## config.mk

```make
export PLATFORM = sky130hd
export DESIGN_NAME = stepper_half_step_speed_display
export DESIGN_NICKNAME = d
export VERILOG_FILES = /design/src/hw/rtl/shsd_pkg.sv /design/src/hw/rtl/stepper_half_step_speed_display.sv /design/src/hw/rtl/shsd_display.sv
export SDC_FILE = /design/constraint.sdc
export NUM_CORES = 1
export LEC_CHECK = 0
export BUFFER_PORTS_ARGS = -buffer_cell sky130_fd_sc_hd__buf_2
export CORE_MARGIN = 3
export CORE_UTILIZATION = 30
export DETAILED_ROUTE_END_ITERATION = 12
export GPL_TIMING_DRIVEN = 0
export PLACE_DENSITY = 0.5
export SKIP_LAST_GASP = 1
export SLEW_MARGIN = 20
export SYNTH_ARGS = -nofsm -noshare
export SYNTH_HDL_FRONTEND = slang
export SYNTH_SLANG_ARGS = --single-unit
```

## constraint.sdc

```tcl
create_clock -name clk -period 7.25 [get_ports clk]
set_input_delay 1.8125 -clock clk [delete_from_list [all_inputs] [get_ports clk]]
set_output_delay 1.8125 -clock clk [all_outputs]
set_load 0.03 [all_outputs]
```

## src/hw/rtl/shsd_pkg.sv

```systemverilog
`timescale 1ns / 1ps
// ----------------------------------------------------------------------------
// Stepper half-step speed display package
// Shared types, reset values, lookup tables and the speed digit decode.
// ----------------------------------------------------------------------------
package shsd_pkg;

    localparam int NUM_DIGITS_DEF = 8;

    localparam int IN_W  = 8;
    localparam int OUT_W = 24;
    localparam int CFG_W = 16;

    // Configuration register indexes.
    typedef enum logic [2:0] {
        CFG_RUN_CYCLES     = 3'd0,
        CFG_SPEED_LOW      = 3'd1,
        CFG_SPEED_HIGH     = 3'd2,
        CFG_DEBOUNCE_TICKS = 3'd3,
        CFG_SCAN_TICKS     = 3'd4
    } cfg_index_t;

    localparam logic [15:0] RUN_CYCLES_RST     = 16'd512;
    localparam logic [6:0]  SPEED_LOW_RST      = 7'd3;
    localparam logic [6:0]  SPEED_HIGH_RST     = 7'd19;
    localparam logic [7:0]  DEBOUNCE_TICKS_RST = 8'd10;
    localparam logic [3:0]  SCAN_TICKS_RST     = 4'd2;

    localparam logic [3:0] COILS_HOLD = 4'h9;
    localparam logic [2:0] PHASE_LAST = 3'd7;

    // Half-step coil order A, AB, B, BC, C, CD, D, DA.
    localparam logic [3:0] COIL_SEQ [8] = '{
        4'h1, 4'h3, 4'h2, 4'h6, 4'h4, 4'hc, 4'h8, 4'h9
    };

    // Seven-segment font for the decimal digits, bit 0 is segment a.
    localparam logic [7:0] SEG_FONT [10] = '{
        8'h3f, 8'h06, 8'h5b, 8'h4f, 8'h66, 8'h6d, 8'h7d, 8'h07, 8'h7f, 8'h6f
    };

    // Returns the font of the units digit in the upper byte and of the tens
    // digit in the lower byte, for the speed taken modulo 100. The tens digit
    // comes from a multiply by 205/2048, exact for values below 100.
    function automatic logic [15:0] speed_fonts(input logic [6:0] speed);
        logic [6:0]  t;
        logic [14:0] prod;
        logic [3:0]  tens;
        logic [6:0]  units;
        t     = (speed >= 7'd100) ? (speed - 7'd100) : speed;
        prod  = 15'(t) * 15'd205;
        tens  = prod[14:11];
        units = t - (7'(tens) * 7'd10);
        return {SEG_FONT[units[3:0]], SEG_FONT[tens]};
    endfunction

endpackage

```

## src/hw/rtl/stepper_half_step_speed_display.sv

```systemverilog
`timescale 1ns / 1ps
// ----------------------------------------------------------------------------
// Stepper half-step driver with speed display
// Tick-driven half-step sequencer, debounced speed button and scanned
// seven-segment readout of the speed.
// ----------------------------------------------------------------------------
//  Channel   Direction  Payload
//  s_axis    in         tdata[0] button_low, tdata[7:1] zero
//  m_axis    out        tdata[3:0] coils, [11:4] segments, [19:12] digit_select,
//                       [20] done_res, [23:21] zero
//  cfg       in         cfg_we, cfg_index, cfg_data (write only)
//
// One item is one millisecond tick; the block takes one item every clock
// cycle while s_axis_tready is high; its result goes to the output stage.
// All motor, debounce and scan state is updated in the cycle the item is
// accepted, from short compare and increment logic.
// A two-entry output stage (output register plus skid register) lets the
// input keep flowing while a result waits; s_axis_tready drops only when both
// entries are full. Reset loads the register defaults and the motor at phase A.
// ----------------------------------------------------------------------------
module stepper_half_step_speed_display
    import shsd_pkg::*;
#(
    parameter int NUM_DIGITS = NUM_DIGITS_DEF
)
(
    input  logic              clk,
    input  logic              rst_n,
    // Input item: bit 0 button_low.
    input  logic              s_axis_tvalid,
    output logic              s_axis_tready,
    input  logic [IN_W-1:0]   s_axis_tdata,
    // Result item: coils, segments, digit_select, done_res from bit 0 up.
    output logic              m_axis_tvalid,
    input  logic              m_axis_tready,
    output logic [OUT_W-1:0]  m_axis_tdata,
    // Configuration write port.
    input  logic              cfg_we,
    input  logic [2:0]        cfg_index,
    input  logic [CFG_W-1:0]  cfg_data
);

    localparam int IDX_W = $clog2(NUM_DIGITS);

    // Configuration registers.
    logic [15:0] run_cycles_reg, run_cycles_next;
    logic [6:0]  speed_low_reg, speed_low_next;
    logic [6:0]  speed_high_reg, speed_high_next;
    logic [7:0]  debounce_ticks_reg, debounce_ticks_next;
    logic [3:0]  scan_ticks_reg, scan_ticks_next;

    // Tick state.
    logic [2:0]       phase_reg, phase_next;
    logic [6:0]       phase_ticks_reg, phase_ticks_next;
    logic [15:0]      cycles_left_reg, cycles_left_next;
    logic [6:0]       speed_reg, speed_next;
    logic [7:0]       debounce_count_reg, debounce_count_next;
    logic             debounce_busy_reg, debounce_busy_next;
    logic             button_prev_reg, button_prev_next;
    logic [IDX_W-1:0] scan_index_reg, scan_index_next;
    logic [3:0]       scan_count_reg, scan_count_next;
    logic             finished_reg, finished_next;

    // Output stage.
    logic             out_valid_reg, skid_valid_reg;
    logic [OUT_W-1:0] out_data_reg, skid_data_reg;

    logic             accept;
    logic             out_take;
    logic             button;
    logic [7:0]       segments;
    logic [7:0]       digit_select;
    logic [3:0]       coils;
    logic [OUT_W-1:0] result;

    // Intermediate arithmetic.
    logic [7:0]  phase_ticks_inc;
    logic [15:0] cycles_dec;
    logic [7:0]  debounce_inc;
    logic [7:0]  speed_inc;
    logic [4:0]  scan_inc;

    assign s_axis_tready = !skid_valid_reg;
    assign accept        = s_axis_tvalid && s_axis_tready;
    assign out_take      = out_valid_reg && m_axis_tready;
    assign button        = s_axis_tdata[0];

    assign m_axis_tvalid = out_valid_reg;
    assign m_axis_tdata  = out_data_reg;

    // The result is formed from the state as it stands before this item.
    shsd_display #(
        .NUM_DIGITS (NUM_DIGITS)
    ) u_display (
        .speed        (speed_reg),
        .scan_index   (scan_index_reg),
        .segments     (segments),
        .digit_select (digit_select)
    );

    assign coils  = finished_reg ? COILS_HOLD : COIL_SEQ[phase_reg];
    assign result = {3'b000, finished_reg, digit_select, segments, coils};

    assign phase_ticks_inc = {1'b0, phase_ticks_reg} + 8'd1;
    assign cycles_dec      = cycles_left_reg - 16'd1;
    assign debounce_inc    = debounce_count_reg + 8'd1;
    assign speed_inc       = {1'b0, speed_reg} + 8'd1;
    assign scan_inc        = {1'b0, scan_count_reg} + 5'd1;

    always_comb
    begin
        run_cycles_next     = run_cycles_reg;
        speed_low_next      = speed_low_reg;
        speed_high_next     = speed_high_reg;
        debounce_ticks_next = debounce_ticks_reg;
        scan_ticks_next     = scan_ticks_reg;

        phase_next          = phase_reg;
        phase_ticks_next    = phase_ticks_reg;
        cycles_left_next    = cycles_left_reg;
        speed_next          = speed_reg;
        debounce_count_next = debounce_count_reg;
        debounce_busy_next  = debounce_busy_reg;
        button_prev_next    = button_prev_reg;
        scan_index_next     = scan_index_reg;
        scan_count_next     = scan_count_reg;
        finished_next       = finished_reg;

        if (accept)
        begin
            // Motor: a phase ends once its tick count reaches the speed, so a
            // lowered speed cuts the running phase short.
            if (!finished_reg)
            begin
                if (phase_ticks_inc >= {1'b0, speed_reg})
                begin
                    phase_ticks_next = 7'd0;
                    if (phase_reg == PHASE_LAST)
                    begin
                        phase_next       = 3'd0;
                        cycles_left_next = cycles_dec;
                        if (cycles_dec == 16'd0)
                        begin
                            finished_next = 1'b1;
                            phase_next    = PHASE_LAST;
                        end
                    end
                    else
                    begin
                        phase_next = phase_reg + 3'd1;
                    end
                end
                else
                begin
                    phase_ticks_next = phase_ticks_inc[6:0];
                end
            end

            // Debounce: a falling edge opens the wait; the sample at its end
            // decides whether the speed steps. Edges during the wait are lost.
            if (debounce_busy_reg)
            begin
                debounce_count_next = debounce_inc;
                if (debounce_inc >= debounce_ticks_reg)
                begin
                    debounce_busy_next  = 1'b0;
                    debounce_count_next = 8'd0;
                    if (!button)
                    begin
                        if (speed_inc > {1'b0, speed_high_reg})
                        begin
                            speed_next = speed_low_reg;
                        end
                        else
                        begin
                            speed_next = speed_inc[6:0];
                        end
                    end
                end
            end
            else if (button_prev_reg && !button)
            begin
                debounce_busy_next  = 1'b1;
                debounce_count_next = 8'd0;
            end

            // Display scan.
            if (scan_inc >= {1'b0, scan_ticks_reg})
            begin
                scan_count_next = 4'd0;
                if (scan_index_reg == IDX_W'(NUM_DIGITS - 1))
                begin
                    scan_index_next = '0;
                end
                else
                begin
                    scan_index_next = scan_index_reg + IDX_W'(1);
                end
            end
            else
            begin
                scan_count_next = scan_inc[3:0];
            end

            button_prev_next = button;
        end

        if (cfg_we)
        begin
            unique case (cfg_index_t'(cfg_index))
                CFG_RUN_CYCLES:
                begin
                    run_cycles_next  = cfg_data;
                    phase_next       = 3'd0;
                    phase_ticks_next = 7'd0;
                    cycles_left_next = cfg_data;
                    finished_next    = (cfg_data == 16'd0);
                end
                CFG_SPEED_LOW:
                begin
                    speed_low_next = cfg_data[6:0];
                    speed_next     = cfg_data[6:0];
                end
                CFG_SPEED_HIGH:
                begin
                    speed_high_next = cfg_data[6:0];
                end
                CFG_DEBOUNCE_TICKS:
                begin
                    debounce_ticks_next = cfg_data[7:0];
                end
                CFG_SCAN_TICKS:
                begin
                    scan_ticks_next = cfg_data[3:0];
                end
                default:
                begin
                    run_cycles_next = run_cycles_reg;
                end
            endcase
        end
    end

    always_ff @(posedge clk or negedge rst_n)
    begin
        if (!rst_n)
        begin
            run_cycles_reg     <= RUN_CYCLES_RST;
            speed_low_reg      <= SPEED_LOW_RST;
            speed_high_reg     <= SPEED_HIGH_RST;
            debounce_ticks_reg <= DEBOUNCE_TICKS_RST;
            scan_ticks_reg     <= SCAN_TICKS_RST;
            phase_reg          <= 3'd0;
            phase_ticks_reg    <= 7'd0;
            cycles_left_reg    <= RUN_CYCLES_RST;
            speed_reg          <= SPEED_LOW_RST;
            debounce_count_reg <= 8'd0;
            debounce_busy_reg  <= 1'b0;
            button_prev_reg    <= 1'b1;
            scan_index_reg     <= '0;
            scan_count_reg     <= 4'd0;
            finished_reg       <= (RUN_CYCLES_RST == 16'd0);
        end
        else
        begin
            run_cycles_reg     <= run_cycles_next;
            speed_low_reg      <= speed_low_next;
            speed_high_reg     <= speed_high_next;
            debounce_ticks_reg <= debounce_ticks_next;
            scan_ticks_reg     <= scan_ticks_next;
            phase_reg          <= phase_next;
            phase_ticks_reg    <= phase_ticks_next;
            cycles_left_reg    <= cycles_left_next;
            speed_reg          <= speed_next;
            debounce_count_reg <= debounce_count_next;
            debounce_busy_reg  <= debounce_busy_next;
            button_prev_reg    <= button_prev_next;
            scan_index_reg     <= scan_index_next;
            scan_count_reg     <= scan_count_next;
            finished_reg       <= finished_next;
        end
    end

    // Output stage: the skid register catches a result that arrives while
    // the output register is held by a stalled consumer.
    always_ff @(posedge clk or negedge rst_n)
    begin
        if (!rst_n)
        begin
            out_valid_reg  <= 1'b0;
            skid_valid_reg <= 1'b0;
        end
        else
        begin
            if (out_take)
            begin
                if (skid_valid_reg)
                begin
                    skid_valid_reg <= 1'b0;
                end
                else
                begin
                    out_valid_reg <= accept;
                end
            end
            else if (accept)
            begin
                if (out_valid_reg)
                begin
                    skid_valid_reg <= 1'b1;
                end
                else
                begin
                    out_valid_reg <= 1'b1;
                end
            end
        end
    end

    always_ff @(posedge clk)
    begin
        if (out_take && skid_valid_reg)
        begin
            out_data_reg <= skid_data_reg;
        end
        else if (accept && (out_take || !out_valid_reg))
        begin
            out_data_reg <= result;
        end

        if (accept && out_valid_reg && !out_take)
        begin
            skid_data_reg <= result;
        end
    end

endmodule

```

## src/hw/rtl/shsd_display.sv

```systemverilog
`timescale 1ns / 1ps
// ----------------------------------------------------------------------------
// Speed display decode
// Segment pattern and one-cold digit enable for the current scan position.
// ----------------------------------------------------------------------------
module shsd_display
    import shsd_pkg::*;
#(
    parameter int NUM_DIGITS = NUM_DIGITS_DEF,
    localparam int IDX_W = $clog2(NUM_DIGITS)
)
(
    input  logic [6:0]       speed,
    input  logic [IDX_W-1:0] scan_index,
    output logic [7:0]       segments,
    output logic [7:0]       digit_select
);

    logic [15:0] fonts;

    assign fonts = speed_fonts(speed);

    // Only the first two positions carry digits; the rest stay blank.
    always_comb
    begin
        if (scan_index == IDX_W'(0))
        begin
            segments = fonts[7:0];
        end
        else if (scan_index == IDX_W'(1))
        begin
            segments = fonts[15:8];
        end
        else
        begin
            segments = 8'h00;
        end
    end

    assign digit_select = ~(8'd1 << scan_index);

endmodule

```

==> results of run 1 <==
cells in the final DEF (no fill, tap or decap), types with 11 or more instances in the layout:
cell	netlist	routed
sky130_fd_sc_hd__xnor2_1	32	30
sky130_fd_sc_hd__clkbuf_16	0	17
sky130_fd_sc_hd__dfstp_2	12	11
sky130_fd_sc_hd__edfxtp_1	40	40
sky130_fd_sc_hd__buf_4	4	14
sky130_fd_sc_hd__nand3_1	20	20
sky130_fd_sc_hd__nor3_1	15	14
sky130_fd_sc_hd__nand2_1	108	108
sky130_fd_sc_hd__nor2_1	38	38
sky130_fd_sc_hd__dfrtp_1	67	66
sky130_fd_sc_hd__o21ai_0	43	43
sky130_fd_sc_hd__clkbuf_1	23	24
sky130_fd_sc_hd__a21o_1	14	14
sky130_fd_sc_hd__a21oi_1	32	29
sky130_fd_sc_hd__xor2_1	13	11
sky130_fd_sc_hd__mux2_2	20	20
sky130_fd_sc_hd__inv_1	63	60
sky130_fd_sc_hd__buf_2	2	47
sky130_fd_sc_hd__ha_1	84	84
final cells by class:
type / count / share of cell area (%)
inverter: 63 / 2.63
sequential: 119 / 34.4
buffer: 31 / 1.52
timing repair buffer: 57 / 3.57
tap: 330 / 4.45
multi-input combinational: 589 / 47.1
clock buffer: 18 / 4.62
clock inverter: 14 / 1.71
through the flow:
| stage | worst slack [ps] | TNS, ps | utilization [%] | instances | cell area [um^2] |
|---|---|---|---|---|---|
| after floorplan | 271 | 0 | - | 802 | 7870 |
| after global placement | -769 | -6630 | 33.4 | 1178 | 8510 |
| after detailed placement | -739 | -6240 | 33.6 | 1180 | 8550 |
| after CTS | 50.9 | 0 | 36.1 | 1215 | 9200 |
| after global routing | -0.528 | -0.528 | 36.5 | 1221 | 9290 |
| final | 460 | 0 | 36.5 | 1221 | 9290 |
kinds of logic (layout without fill, tap and decap cells):
kind of cell	count (synthesis)	count (layout)	share of synthesized area [%]
compound gates	168	168	14.4
xor+xnor	47	47	5.65
fa+ha+maj	93	93	15.7
buf+inv	94	183	4.81
flops	119	119	40.6
mux	28	28	3.88
other cells	1	4	0.0477
simple gates	249	249	14.9
worst max-delay path: cells and delay by family (launching register included):
kind / cells / cell delay, ps
simple gates: 4 / 950
xor+xnor: 4 / 920
flops: 1 / 650
buf+inv: 3 / 200
compound gates: 5 / 810
mux: 1 / 270
fa+ha+maj: 8 / 2710
what timing repair did:
item	CTS	global route
gates resized for setup	7	9
endpoints found under the setup margin	14	13
pin swaps	1	3
gates cloned	0	0
buffers inserted	3	6
metal layers:
layer  GRT usage, %  routed length [um]  vias up
met1           18.2                9130     2805
li1               -                   -     2969
met2           19.5                7560      110
met3           2.70                 744       12
met5              0                   0        -
met4           2.99                 103        0
worst max path at each step:
| stage | from | endpoint | slack, ps | cells after the start |
|---|---|---|---|---|
| floorplan | speed_reg[0] | m_axis_tdata[8] | 270 | 27 |
| global placement | speed_reg[0] | m_axis_tdata[8] | -770 | 27 |
| detailed placement | speed_reg[0] | m_axis_tdata[8] | -740 | 27 |
| CTS | speed_reg[0] | m_axis_tdata[8] | 50 | 26 |
| global route | speed_reg[0] | m_axis_tdata[8] | -0.5 | 26 |
| finish | speed_reg[0] | m_axis_tdata[8] | 460 | 25 |
==> implementation parameters, run 1 <==
Parameter                              Value

Synthesis
  Cell type with the largest total area after synthesis    sky130_fd_sc_hd__dfrtp_1
  Synth Instances    799
  Dominant synthesized flop cell    sky130_fd_sc_hd__dfrtp_1
  Top cells by area in the synthesized netlist    sky130_fd_sc_hd__dfrtp_1 (21%), sky130_fd_sc_hd__edfxtp_1 (15%), sky130_fd_sc_hd__ha_1 (13%), sky130_fd_sc_hd__nand2_1 (5.2%), sky130_fd_sc_hd__dfstp_2 (4.0%)
  Commonest cells post-synth    sky130_fd_sc_hd__nand2_1 (108), sky130_fd_sc_hd__ha_1 (84), sky130_fd_sc_hd__dfrtp_1 (67)
  Asr flop ratio synth    66.4%
  Most numerous cell in the Yosys netlist    sky130_fd_sc_hd__nand2_1
  Area of the mapped netlist    7860 um^2
  Number of enable-type register cells in the synthesized netlist    40
  Portion of the post-synthesis area used by sequential elements    40.6%
  Area fraction of the dominant cell type after synthesis    21.3%
  Total of warnings raised by yosys    0
  Post-Syn Area per Cell    9.84 um^2
  Unique masters post-synth    65
  Synthesized flop and latch total    119

Flow run
  Count of max-cap constraint violations    0

Floorplanning
  Chip Width    168 um
  Die area    28200 um^2
  Overall die height    168 um
  Ports placed on the boundary    58
  Initial standard-cell utilization of the core    30.9%
  Cell Rows    58
  Core outline area    25500 um^2

GRT
  Largest net degree at the start of global routing    47
  Antenna violations before repair    0
  Number of global-route vias before repair    5739
  All-Layer GR Usage    12.6%
  Global-route wire length before repair    29200 um
  Global route total overflow    0

Finish
  Total area of multi-input combinational cells    4370 um^2
  Share of post-route cells with drive strength above 1    17.7%
  Area Growth Syn to Fin    18.1%
  N_diodes    0
  Total of fill cells in the finished design    2554
  Storage element area    3200 um^2
  Final nets    1003

Hold path
  Hold Crit Depth    0
  Hold Crit Start    finished_reg
  Class of the worst hold path    flip-flop to flip-flop
  Worst min-delay path endpoint    skid_data_reg[20]

Worst setup path
  Launch point of the worst reg-to-reg path    speed_reg[0]
  Logic depth of the worst register-to-register path    25
  Category of the most critical setup path    flip-flop to flip-flop
  Worst endpoint data arrival time    6950 ps
  Worst R2R End    m_axis_tdata[8]
  Required time reported for the critical path endpoint    7410 ps
  Delay contributed by the slowest stage of the critical path    650 ps
  Reg2reg setup slack    460 ps
  Highest fanout seen on the critical path    6
  Worst setup EP type    flip-flop
  Critical path's most frequent cell    sky130_fd_sc_hd__ha_1
  Crit path max-delay cell type    sky130_fd_sc_hd__dfstp_4
  CP Launch Type    flip-flop

Route
  Via density per instance    4.83
  Number of vias in the routed layout    5896
  Post-detailed-route DRC marker count    0
  Wire length per cell    14.4 um
  First-pass iteration count of the detailed router    4
  Number of DRC markers after the initial detailed-route iteration    344
  Remaining antenna violation count after routing    0
  Final wirelength    17500 um

Timing
  Hold Slack    463 ps
  Final critical path time including I/O delays and setup    6790 ps
  Crit share post-route    93.7%
  Actual slew at the worst max-slew pin    909 ps
  Hold violation count in the final report    0
  Achievable Freq    147 MHz
  Worst clock skew on the final layout    5.44 ps
  Setup Viol. Count Final    0
  Final Max Tran Viols    0
  Relative max-transition margin    39.4%

Outcome
  Result of the run    completed

Clocking
  Clock buffers created by TritonCTS    17
  Clk_lat worst skew    410 ps
  Maximum level of the CTS H-tree    4
  Clock sink count    119
  Post-cts hold buffer count    0
  Reg clk slew, reported paths    60 ps
  TritonCTS clock tree    done
  Maximum root-to-sink buffer count    2
  Root buffer cell    sky130_fd_sc_hd__clkbuf_16

Place
  Half-perimeter wire length after placement    12800 um
  RD Place Congestion    0.774
  PortBufs    46
Power of run 1 is not shown: default switching activity piles up to over one toggle a cycle in this logic, so the estimate is an artifact.
==> run 2: changes to the inputs <==
--- a/config.mk
+++ b/config.mk
@@ -7,3 +7,3 @@
 export LEC_CHECK = 0
-export BUFFER_PORTS_ARGS = -buffer_cell sky130_fd_sc_hd__buf_2
+export BUFFER_PORTS_ARGS = -buffer_cell sky130_fd_sc_hd__buf_4
 export CORE_MARGIN = 3
==> constraint.sdc (replaced) <==
create_clock -name clk -period 7.25 [get_ports clk]
set_input_delay 0 -clock clk [delete_from_list [all_inputs] [get_ports clk]]
set_output_delay 0 -clock clk [all_outputs]
set_load 0.03 [all_outputs]
==> implementation parameters, run 2 (synthesis results as in run 1) <==
Parameter                              Value

Outcome
  Result of the run    completed (unchanged)

Finish
  Area Growth Syn to Fin    21.7% (was 18.1%)
  Leading cell type in the layout, fill and taps excluded    sky130_fd_sc_hd__nand2_1 (unchanged)
  Post-route non-filler standard cell count    1239 (was 1221)
  Storage element area    3200 um^2 (about the same)
  Share of post-route cells with drive strength above 1    16.6% (was 17.7%)
  Total of fill cells in the finished design    2576 (was 2554)
  Most frequent cells in the layout    sky130_fd_sc_hd__nand2_1 (108), sky130_fd_sc_hd__ha_1 (84), sky130_fd_sc_hd__dfrtp_1 (67) (was sky130_fd_sc_hd__nand2_1 (108), sky130_fd_sc_hd__ha_1 (84), sky130_fd_sc_hd__dfrtp_1 (66))
  Total area of multi-input combinational cells    4370 um^2 (unchanged)
  Post-layout utilization of the core    37.6% (was 36.5%)
  Final nets    1021 (was 1003)
  N_diodes    0 (unchanged)
  Post-route cell area    9570 um^2 (was 9290 um^2)

Worst setup path
  Required time reported for the critical path endpoint    7410 ps (about the same)
  Highest fanout seen on the critical path    8 (was 6)
  Worst endpoint data arrival time    7020 ps (was 6950 ps)
  Reg2reg setup slack    400 ps (was 460 ps)
  CP Launch Type    flip-flop (unchanged)
  Launch point of the worst reg-to-reg path    speed_reg[3] (was speed_reg[0])
  Logic depth of the worst register-to-register path    26 (was 25)
  Timing endpoint of the critical path    m_axis_tdata[8] (unchanged)
  Crit path from    speed_reg[3] (was speed_reg[0])
  Category of the most critical setup path    flip-flop to flip-flop (unchanged)
  Worst R2R End    m_axis_tdata[8] (unchanged)
  Worst setup EP type    flip-flop (unchanged)

Floorplanning
  Core outline area    25500 um^2 (unchanged)
  Chip Width    168 um (unchanged)
  Overall die height    168 um (unchanged)
  Cell Rows    58 (unchanged)
  Ports placed on the boundary    58 (unchanged)
  Die area    28200 um^2 (unchanged)
  Initial standard-cell utilization of the core    30.9% (unchanged)

Place
  Half-perimeter wire length after placement    12600 um (was 12800 um)
  PortBufs    46 (unchanged)
  RD Place Congestion    0.792 (was 0.774)
  Placed Instance Area    8640 um^2 (was 8550 um^2)
  Number of cells after detailed placement    1179 (was 1180)

GRT
  Global-route wire length before repair    29800 um (was 29200 um)
  All-Layer GR Usage    12.9% (was 12.6%)
  Global route total overflow    0 (unchanged)
  Largest net degree at the start of global routing    80 (was 47)
  Antenna violations before repair    0 (unchanged)
  Number of global-route vias before repair    5802 (was 5739)

Route
  Final wirelength    17700 um (was 17500 um)
  Number of vias in the routed layout    5931 (was 5896)
  Via density per instance    4.79 (was 4.83)
  Number of DRC markers after the initial detailed-route iteration    387 (was 344)
  First-pass iteration count of the detailed router    4 (unchanged)
  Wire length per cell    14.3 um (was 14.4 um)
  Remaining antenna violation count after routing    0 (unchanged)
  Post-detailed-route DRC marker count    0 (unchanged)

Clocking
  Reg clk slew, reported paths    50 ps (was 60 ps)
  Clock buffers created by TritonCTS    17 (unchanged)
  Clk_lat worst skew    420 ps (was 410 ps)
  TritonCTS clock tree    done (unchanged)
  Maximum root-to-sink buffer count    2 (unchanged)
  Maximum level of the CTS H-tree    4 (unchanged)
  Root buffer cell    sky130_fd_sc_hd__clkbuf_16 (unchanged)
  Clock sink count    119 (unchanged)

Timing
  Actual slew at the worst max-slew pin    923 ps (was 909 ps)
  Setup Viol. Count Final    0 (unchanged)
  Hold violation count in the final report    0 (unchanged)
  Achievable Freq    146 MHz (was 147 MHz)
  Worst clock skew on the final layout    13.6 ps (was 5.44 ps)
  Final Max Tran Viols    0 (unchanged)
  Crit share post-route    94.5% (was 93.7%)
  Relative max-transition margin    38.5% (was 39.4%)
  Final critical path time including I/O delays and setup    6850 ps (was 6790 ps)

Flow run
  Count of max-cap constraint violations    0 (unchanged)

Hold path
  Class of the worst hold path    primary input to flip-flop (was flip-flop to flip-flop)
-- run 2: per-stage QoR --
stage | TNS (ps) | worst slack, ps | hold WS (ps)
6_report | 0 | 396 | 22.1
4_1_cts | 0 | 58.2 | 17.0
3_3_place_gp | -6380 | -749 | 202
5_1_grt | -5.63 | -5.63 | 78.6
3_5_place_dp | -5930 | -703 | 205
2_1_floorplan | 0 | 271 | -296
-- run 2: layer usage --
layer,GRT usage (%),vias up,share of wire [%]
met4,2.88,0,0.69
li1,-,3005,-
met3,2.65,9,4.2
met5,0,-,0
met1,18.9,2815,51
met2,19.7,102,44
-- run 2: worst min path at each step --
stage	slack [ps]	cells after the start	startpoint	to
after detailed placement	210	2	m_axis_tready	skid_valid_reg
after global placement	200	2	m_axis_tready	skid_valid_reg
after CTS	20	6	cfg_index[2]	speed_high_reg[1]
after floorplan	-300	0	rst_n	cycles_left_reg[0]
after global routing	80	3	s_axis_tvalid	m_axis_tvalid
final	20	3	s_axis_tvalid	m_axis_tvalid
-- run 2: area by class of cell --
type	instances	share of cell area (%)
multi-input cells	589	45.7
plain buffers	31	1.48
well taps	330	4.32
clock buffers	24	5.36
clock inverters	8	0.693
flip-flops and latches	119	33.4
inverters	63	2.51
repair buffers	75	6.54
-- run 2: timing repair --
| action | in CTS | in global routing |
|---|---|---|
| endpoints found under the setup margin | 14 | 10 |
| setup buffers | 3 | 3 |
| endpoints found under the hold margin | 120 | 0 |
| resized for setup | 8 | 5 |
| pin swaps | 1 | 3 |
| hold buffers | 22 | 0 |
-- run 2: worst max-delay path, cell delays in order, from the launching register on --
cell	delay, ps
sky130_fd_sc_hd__dfrtp_1	550
sky130_fd_sc_hd__inv_1	190
sky130_fd_sc_hd__ha_1	270
sky130_fd_sc_hd__a211oi_2	310
sky130_fd_sc_hd__o21ai_0	140
sky130_fd_sc_hd__a21oi_1	210
sky130_fd_sc_hd__ha_1	270
sky130_fd_sc_hd__ha_1	290
sky130_fd_sc_hd__fa_1	510
sky130_fd_sc_hd__inv_1	50
sky130_fd_sc_hd__fa_1	490
sky130_fd_sc_hd__inv_1	40
sky130_fd_sc_hd__ha_1	290
sky130_fd_sc_hd__a31oi_1	190
sky130_fd_sc_hd__nor2_1	90
sky130_fd_sc_hd__a211oi_4	200
sky130_fd_sc_hd__nand2_1	100
sky130_fd_sc_hd__a21oi_2	190
sky130_fd_sc_hd__xor2_2	180
sky130_fd_sc_hd__inv_1	120
sky130_fd_sc_hd__fa_1	410
sky130_fd_sc_hd__xnor2_1	180
sky130_fd_sc_hd__xnor3_2	340
sky130_fd_sc_hd__xnor2_2	210
sky130_fd_sc_hd__a211oi_1	100
sky130_fd_sc_hd__or3_4	380
sky130_fd_sc_hd__mux2_2	270
Power of run 2 is left out for the same reason.
